`src/rtl/pmva_pkg.sv`:
```
// Shared types, constants and helper functions for the performance mode vote arbiter.
// Used by pmva_vote and performance_mode_vote_arbiter; depends on nothing else.
`timescale 1ns / 1ps
`default_nettype none

package pmva_pkg;

  localparam int DEF_NUM_USERS = 32;
  localparam int DEF_NUM_MODES = 4;

  localparam int USER_ID_W = 5;
  localparam int MODE_W = 2;
  localparam int LEVEL_W = 2;
  localparam int MODE_IDX_MAX_W = 4;

  typedef enum logic [2:0] {
    ST_SUCCESS    = 3'd0,
    ST_FAIL       = 3'd1,
    ST_JOINED     = 3'd2,
    ST_DOWNGRADED = 3'd3,
    ST_REMOVED    = 3'd4
  } status_t;

  typedef struct packed {
    status_t             status;
    logic                clock_update;
    logic [LEVEL_W-1:0]  clock_level;
    logic [MODE_W-1:0]   working_mode;
  } result_t;

  // Mode m runs at clock level m-1, saturated at level 2; mode none maps to level 0.
  function automatic logic [LEVEL_W-1:0] mode_level(input logic [MODE_IDX_MAX_W-1:0] mode);
    logic [LEVEL_W-1:0] lvl;
    if (mode == '0) begin
      lvl = '0;
    end else if (mode > MODE_IDX_MAX_W'(3)) begin
      lvl = LEVEL_W'(2);
    end else begin
      lvl = LEVEL_W'(mode - MODE_IDX_MAX_W'(1));
    end
    return lvl;
  endfunction

endpackage

`default_nettype wire

```
`src/rtl/pmva_vote.sv`:
```
// Mode bitmap, per-mode voter masks and the combinational arbitration rules.
// Depends on pmva_pkg for the status codes, the result struct and the level mapping.
`timescale 1ns / 1ps
`default_nettype none

module pmva_vote
  import pmva_pkg::*;
#(
  parameter int NUM_USERS = DEF_NUM_USERS,
  parameter int NUM_MODES = DEF_NUM_MODES
) (
  input  wire logic                 clk,
  input  wire logic                 rst,
  input  wire logic                 en,
  input  wire logic [USER_ID_W-1:0] user_id,
  input  wire logic [MODE_W-1:0]    wanted_mode,
  output result_t                   result
);

  localparam int MW = $clog2(NUM_MODES);

  logic [NUM_MODES-1:0] active_modes;
  logic [NUM_MODES-1:0] active_modes_next;
  logic [NUM_USERS-1:0] mode_voters [NUM_MODES];
  logic [NUM_USERS-1:0] mode_voters_next [NUM_MODES];

  logic [NUM_MODES-1:0] map;
  logic [NUM_MODES-1:0] down_map;
  logic [MW-1:0]        work;
  logic [MW-1:0]        want;
  logic [NUM_USERS-1:0] me;
  logic [NUM_USERS-1:0] old;
  logic                 req_ok;
  logic                 hit;
  logic                 only;

  function automatic logic [MW-1:0] top_mode(input logic [NUM_MODES-1:0] bits);
    logic [MW-1:0] m;
    m = '0;
    for (int i = 1; i < NUM_MODES; i++) begin
      if (bits[i]) begin
        m = MW'(i);
      end
    end
    return m;
  endfunction

  always_comb begin
    map    = active_modes | NUM_MODES'(1);
    work   = top_mode(map);
    want   = MW'(wanted_mode);
    me     = NUM_USERS'(1) << user_id;
    old    = mode_voters[work];
    hit    = |(old & me);
    only   = (old == me);
    req_ok = (wanted_mode != '0) && (32'(user_id) < NUM_USERS) &&
             (32'(wanted_mode) < NUM_MODES);

    down_map = map & ~(NUM_MODES'(1) << work);
    if (down_map == NUM_MODES'(1)) begin
      down_map = down_map | (NUM_MODES'(1) << want);
    end

    active_modes_next = map;
    for (int i = 0; i < NUM_MODES; i++) begin
      mode_voters_next[i] = mode_voters[i];
    end
    result.status       = ST_FAIL;
    result.clock_update = 1'b0;
    result.clock_level  = '0;

    if (req_ok) begin
      if (want > work) begin
        result.clock_update = 1'b1;
        result.clock_level  = mode_level(MODE_IDX_MAX_W'(want));
        if (hit) begin
          if (only && (work != '0)) begin
            active_modes_next[work] = 1'b0;
          end
          mode_voters_next[work] = old & ~me;
        end
        mode_voters_next[want]  = me;
        active_modes_next[want] = 1'b1;
        result.status           = ST_SUCCESS;
      end else if (want == work) begin
        mode_voters_next[work] = old | me;
        result.status          = ST_JOINED;
      end else if (hit) begin
        if (only) begin
          if ((map & ~(NUM_MODES'(1) << work)) == NUM_MODES'(1)) begin
            mode_voters_next[want] = me;
          end
          mode_voters_next[work] = '0;
          active_modes_next      = down_map;
          result.clock_update    = 1'b1;
          result.clock_level     = mode_level(MODE_IDX_MAX_W'(top_mode(down_map)));
          result.status          = ST_DOWNGRADED;
        end else begin
          mode_voters_next[work] = old & ~me;
          result.status          = ST_REMOVED;
        end
      end
    end

    active_modes_next[0] = 1'b1;
    result.working_mode  = MODE_W'(top_mode(active_modes_next));
  end

  always_ff @(posedge clk) begin
    if (rst) begin
      active_modes <= NUM_MODES'(1);
      for (int i = 0; i < NUM_MODES; i++) begin
        mode_voters[i] <= '0;
      end
    end else if (en) begin
      active_modes <= active_modes_next;
      for (int i = 0; i < NUM_MODES; i++) begin
        mode_voters[i] <= mode_voters_next[i];
      end
    end
  end

endmodule

`default_nettype wire

```
`src/rtl/performance_mode_vote_arbiter.sv`:
```
// Performance mode vote arbiter top level: request register, arbitration core, result register.
// Depends on pmva_pkg and pmva_vote.
//
// Usage: each request transaction on the input channel (in_valid/in_ready) carries a user_id
// and a wanted_mode. The block arbitrates it against the active modes and the voter masks and
// returns one result transaction on the output channel (out_valid/out_ready) holding status,
// clock_update, clock_level and the new working_mode.
// The request is held in the request register; out_valid rises at the clock edge that loads
// the result register, which waits while that register holds an untaken result. The arbitration
// and the state update happen combinationally between the request register and the
// result register, so one transaction is accepted every cycle while the receiver keeps up.
// When the receiver stalls, the result register holds its transaction, one more request can
// wait in the request register, and in_ready then falls until the result is taken; no state
// changes while a request waits.
// Reset clears both registers' valid flags, sets the mode bitmap to mode none only and clears
// every voter mask; the first request may be presented in the cycle after reset is released.
`timescale 1ns / 1ps
`default_nettype none

module performance_mode_vote_arbiter
  import pmva_pkg::*;
#(
  parameter int NUM_USERS = DEF_NUM_USERS,
  parameter int NUM_MODES = DEF_NUM_MODES
) (
  input  wire logic                 clk,
  input  wire logic                 rst,
  input  wire logic                 in_valid,
  output logic                      in_ready,
  input  wire logic [USER_ID_W-1:0] user_id,
  input  wire logic [MODE_W-1:0]    wanted_mode,
  output logic                      out_valid,
  input  wire logic                 out_ready,
  output logic [2:0]                status,
  output logic                      clock_update,
  output logic [LEVEL_W-1:0]        clock_level,
  output logic [MODE_W-1:0]         working_mode
);

  logic                 req_valid;
  logic [USER_ID_W-1:0] req_user;
  logic [MODE_W-1:0]    req_mode;
  logic                 advance;
  result_t              core_result;
  result_t              res;

  assign advance  = req_valid && (!out_valid || out_ready);
  assign in_ready = !req_valid || advance;

  pmva_vote #(
    .NUM_USERS(NUM_USERS),
    .NUM_MODES(NUM_MODES)
  ) u_vote (
    .clk        (clk),
    .rst        (rst),
    .en         (advance),
    .user_id    (req_user),
    .wanted_mode(req_mode),
    .result     (core_result)
  );

  always_ff @(posedge clk) begin
    if (rst) begin
      req_valid <= 1'b0;
      out_valid <= 1'b0;
    end else begin
      if (in_ready) begin
        req_valid <= in_valid;
      end
      if (advance) begin
        out_valid <= 1'b1;
      end else if (out_ready) begin
        out_valid <= 1'b0;
      end
    end
    if (in_valid && in_ready) begin
      req_user <= user_id;
      req_mode <= wanted_mode;
    end
    if (advance) begin
      res <= core_result;
    end
  end

  assign status       = res.status;
  assign clock_update = res.clock_update;
  assign clock_level  = res.clock_level;
  assign working_mode = res.working_mode;

endmodule

`default_nettype wire
```
`config.mk`:
```
export PLATFORM = sky130hd
export DESIGN_NAME = performance_mode_vote_arbiter
export DESIGN_NICKNAME = d
export VERILOG_FILES = /design/src/rtl/pmva_pkg.sv /design/src/rtl/pmva_vote.sv /design/src/rtl/performance_mode_vote_arbiter.sv
export SDC_FILE = /design/constraint.sdc
export NUM_CORES = 1
export LEC_CHECK = 0
export BUFFER_PORTS_ARGS = -buffer_cell sky130_fd_sc_hd__buf_2
export CAP_MARGIN = 25
export CORE_UTILIZATION = 62
export CTS_CLUSTER_DIAMETER = 80
export DETAILED_ROUTE_END_ITERATION = 7
export MAX_ROUTING_LAYER = met4
export PLACE_DENSITY = 0.79
export SLEW_MARGIN = 25
export SYNTH_ARGS = -nofsm -noshare
export SYNTH_HDL_FRONTEND = slang
export SYNTH_SLANG_ARGS = --single-unit
```
`constraint.sdc`:
```
create_clock -name clk -period 6.2 [get_ports clk]
set_input_delay 0.31 -clock clk [delete_from_list [all_inputs] [get_ports clk]]
set_output_delay 0.31 -clock clk [all_outputs]
set_load 0.01 [all_outputs]
```
==> key figures <==
Worst setup path
  – Worst setup path category: register to register
  – Worst setup EP type: register
  – CP Data Arrival Time: 5.49 ns
  – CP Max Fanout: 26
  – Critical path startpoint category: register
  – Data required, critical path: 6.34 ns

Place
  – Port-buffer cells: 20
  – GPL Wtd Cong: about 0.96
  – DP HPWL: approximately 30 mm

Power and ir drop
  – Peak supply drop: 0.141 mV
  – Leakage: roughly 0.006 uW
  – Total chip power: roughly 3500 uW
  – P per Cell Area: 220 nW/um^2

Yosys
  – Sequential area share after synthesis: around 29%
  – Area of the mapped netlist: roughly 15000 sq um
  – Syn_nets: 1914
  – Synth Instances: around 1800
  – Synth top area cells: edfxtp_1, mux2_2, ha_1, nand2_1, a222oi_1
  – Mean Syn Cell Area: approximately 8.4 sq um
  – Largest area contributor in the netlist: edfxtp_1
  – Yosys cell types: 53
  – Share of the synthesized area in the top cell type: around 28%
  – Synth Register Bits: ~150
  – List of most frequent post-synthesis cells: nand2_1, o21ai_0, edfxtp_1
  – Async S/R FF share, synth: 0%
  – Post-synth EDFFs: ~140
  – Count leader, synth: nand2_1
  – Yosys warning count: 0
  – Most used DFF post-synth: edfxtp_1

Die
  – Core ar.: 23700 sq um
  – Row count: 56
  – Initial Util: roughly 64%
  – Die Span Y: between 150 and 200 um
  – Die area: 25000 sq um
  – Die W: around 160 um
  – I/O Pins: 21

Timing
  – Final setup viols: 0
  – RSZ-0062 raised after global routing: false
  – Skew final: 0.0203 ns
  – Final hold vios: 0
  – Slew @ Worst Pin: roughly 1.2 ns
  – Pins Over Slew Limit: 0
  – Slew headroom: 21.8%
  – Post-route setup TNS: 0 ns
  – Final Cycle Share: 86.2%
  – Crit path time final: 5.34 ns
  – Max Fclk: ~190 MHz

Clocking
  – Inserted Clock Buffers: 17
  – Post-CTS Setup Inserts: 0
  – Hold Buf Count CTS: 0
  – CTS HTree Levels: 4
  – Clock Path Buffers: 2
  – Clock insertion delay at the later pin of the skew report: 0.45 ns
  – TritonCTS clock tree: built
  – Clock Sinks: roughly 150
  – Worst-path clk slew: approximately 0.080 ns
  – Root Driver: clkbuf_16
  – Post-CTS sizing: 0

Layout
  – Area growth from synthesis to layout: 5.94%
  – Fillers: roughly 1900
  – Nets: between 1500 and 2000
  – Share of layout cells above drive strength 1: roughly 15%
  – Diode count: 0

Detailed routing
  – DRT antenna net count: 0
  – Detailed router's first-iteration violation count: 3068
  – # DRC: 0
  – Vias per Instance: 7.48
  – Vias post-DR: about 15000
  – Initial DRT Pass Iterations: 8
  – Post-DR wirelength/cell: around 26 um
  – Total wire length: around 53 mm

Global route
  – Antenna violations before repair: 0
  – Vias in the first global route: 14400
  – Grt ovf: 0
  – First-pass GRT wire length: 81.6 mm
  – Total Routing Usage GR: around 44%
  – Largest net degree at the start of global routing: 84

Status
  – Status: finished clean

Job
  – Max_cap viols: 0

Worst hold path
  – Hold Crit Class: primary input to register
[worst max-delay path: stages, from the launching register on]
cell	delay [ns]
edfxtp_1	0.51
or3_1	0.50
nor2_1	0.61
inv_1	0.18
ha_1	0.33
nor4_1	0.33
nand2_1	0.22
or4_2	0.85
nor3_4	0.27
buf_4	0.53
mux2_2	0.39
o21ai_0	0.17
o22ai_1	0.11
[flip-flops by register name (all words and copies together) (netlist names)]
name and count:
out_valid 1, req_mode 2, u_vote.active_modes 3, clock_update 1, clock_level 2, u_vote.mode_voters 128, status 3, working_mode 2
req_valid 1, req_user 5
[per-layer routing]
layer	vias to the layer above	part of all wire [%]	track usage [%]
met5	-	0	-
met4	0	6.3	28.0
met3	304	16	11.0
met2	1371	42	63.3
met1	7002	36	56.3
li1	6631	-	-
[layout by cell type (no fill, tap or decap), drive strengths merged, types with 2 or more instances in the layout]
master	count
o22ai	36
clkinvlp	2
a211oi	54
dfxtp	5
nor2	100
or2	5
nand3b	2
a21bo	2
o21a	10
and2	6
or3	5
a211o	19
o31ai	2
mux2	124
a31oi	24
nor3	4
nor2b	68
edfxtp	143
nand2	264
and3	3
o311ai	10
clkinv	12
nand3	37
inv	79
o32ai	2
nand2b	11
or4	2
a221oi	23
nor4	16
a222oi	84
a21oi	119
nand4	2
mux2i	58
buf	61
ha	98
clkbuf	18
o21ai	159
a21o	2
o31a	33
o211ai	19
[area by class of cell]
class / instances / area [sq um] / area share [%]
multi-input combinational: 1407 / 9820 / 61.4
clock buffer: 18 / 439 / 2.75
clock inverter: 14 / 126 / 0.791
timing repair buffer: 61 / 495 / 3.10
tap: 319 / 399 / 2.50
sequential: 148 / 4400 / 27.5
inverter: 80 / 300 / 1.88
[logic make-up (layout without fill, tap and decap cells)]
family          count (synthesis)  after routing  synth area share (%)
compound gates                600            600                  27.0
simple gates                  527            527                  15.9
buf+inv                       250            173                  6.76
mux                           182            182                  13.1
flops                         148            148                  29.1
fa+ha+maj                      98             98                  8.13
[power breakdown]
| group | total, uW | internal, uW | switching, uW |
|---|---|---|---|
| Clock | 1060 | 567 | 490 |
| Sequential | 1270 | 1190 | 77.8 |
| Combinational | 1180 | 400 | 783 |
| Total | 3510 | 2160 | 1350 |
[per-stage QoR]
stage / util, % / std cells / hold WS (ns) / instance area (sq um) / setup WS [ns]
5_1_grt: 67.5 / 2047 / 0.0253 / 16000 / 0.714
2_1_floorplan: - / 1805 / 0.409 / 15100 / 1.43
3_3_place_gp: 65.0 / 2015 / 0.487 / 15400 / 1.06
3_5_place_dp: 65.0 / 2015 / 0.488 / 15400 / 0.950
4_1_cts: 67.4 / 2047 / 0.0263 / 16000 / 0.935
6_report: 67.5 / 2047 / 0.0280 / 16000 / 0.856
[final timing paths]
kind                          start                                     end  slack (ns)  depth (start not counted)
max           req_user[2]$_DFFE_PP_  u_vote.mode_voters[3][9]$_SDFFCE_PN0P_        0.86                         12
min                  wanted_mode[1]                   req_mode[1]$_DFFE_PP_        0.03                          1
max reg2reg   req_user[2]$_DFFE_PP_  u_vote.mode_voters[3][9]$_SDFFCE_PN0P_        0.86                         12
min reg2reg  req_valid$_SDFFE_PP0N_                  out_valid$_SDFFE_PP0P_        0.51                          2
No activity file was read; power rests on OpenSTA's default activity.
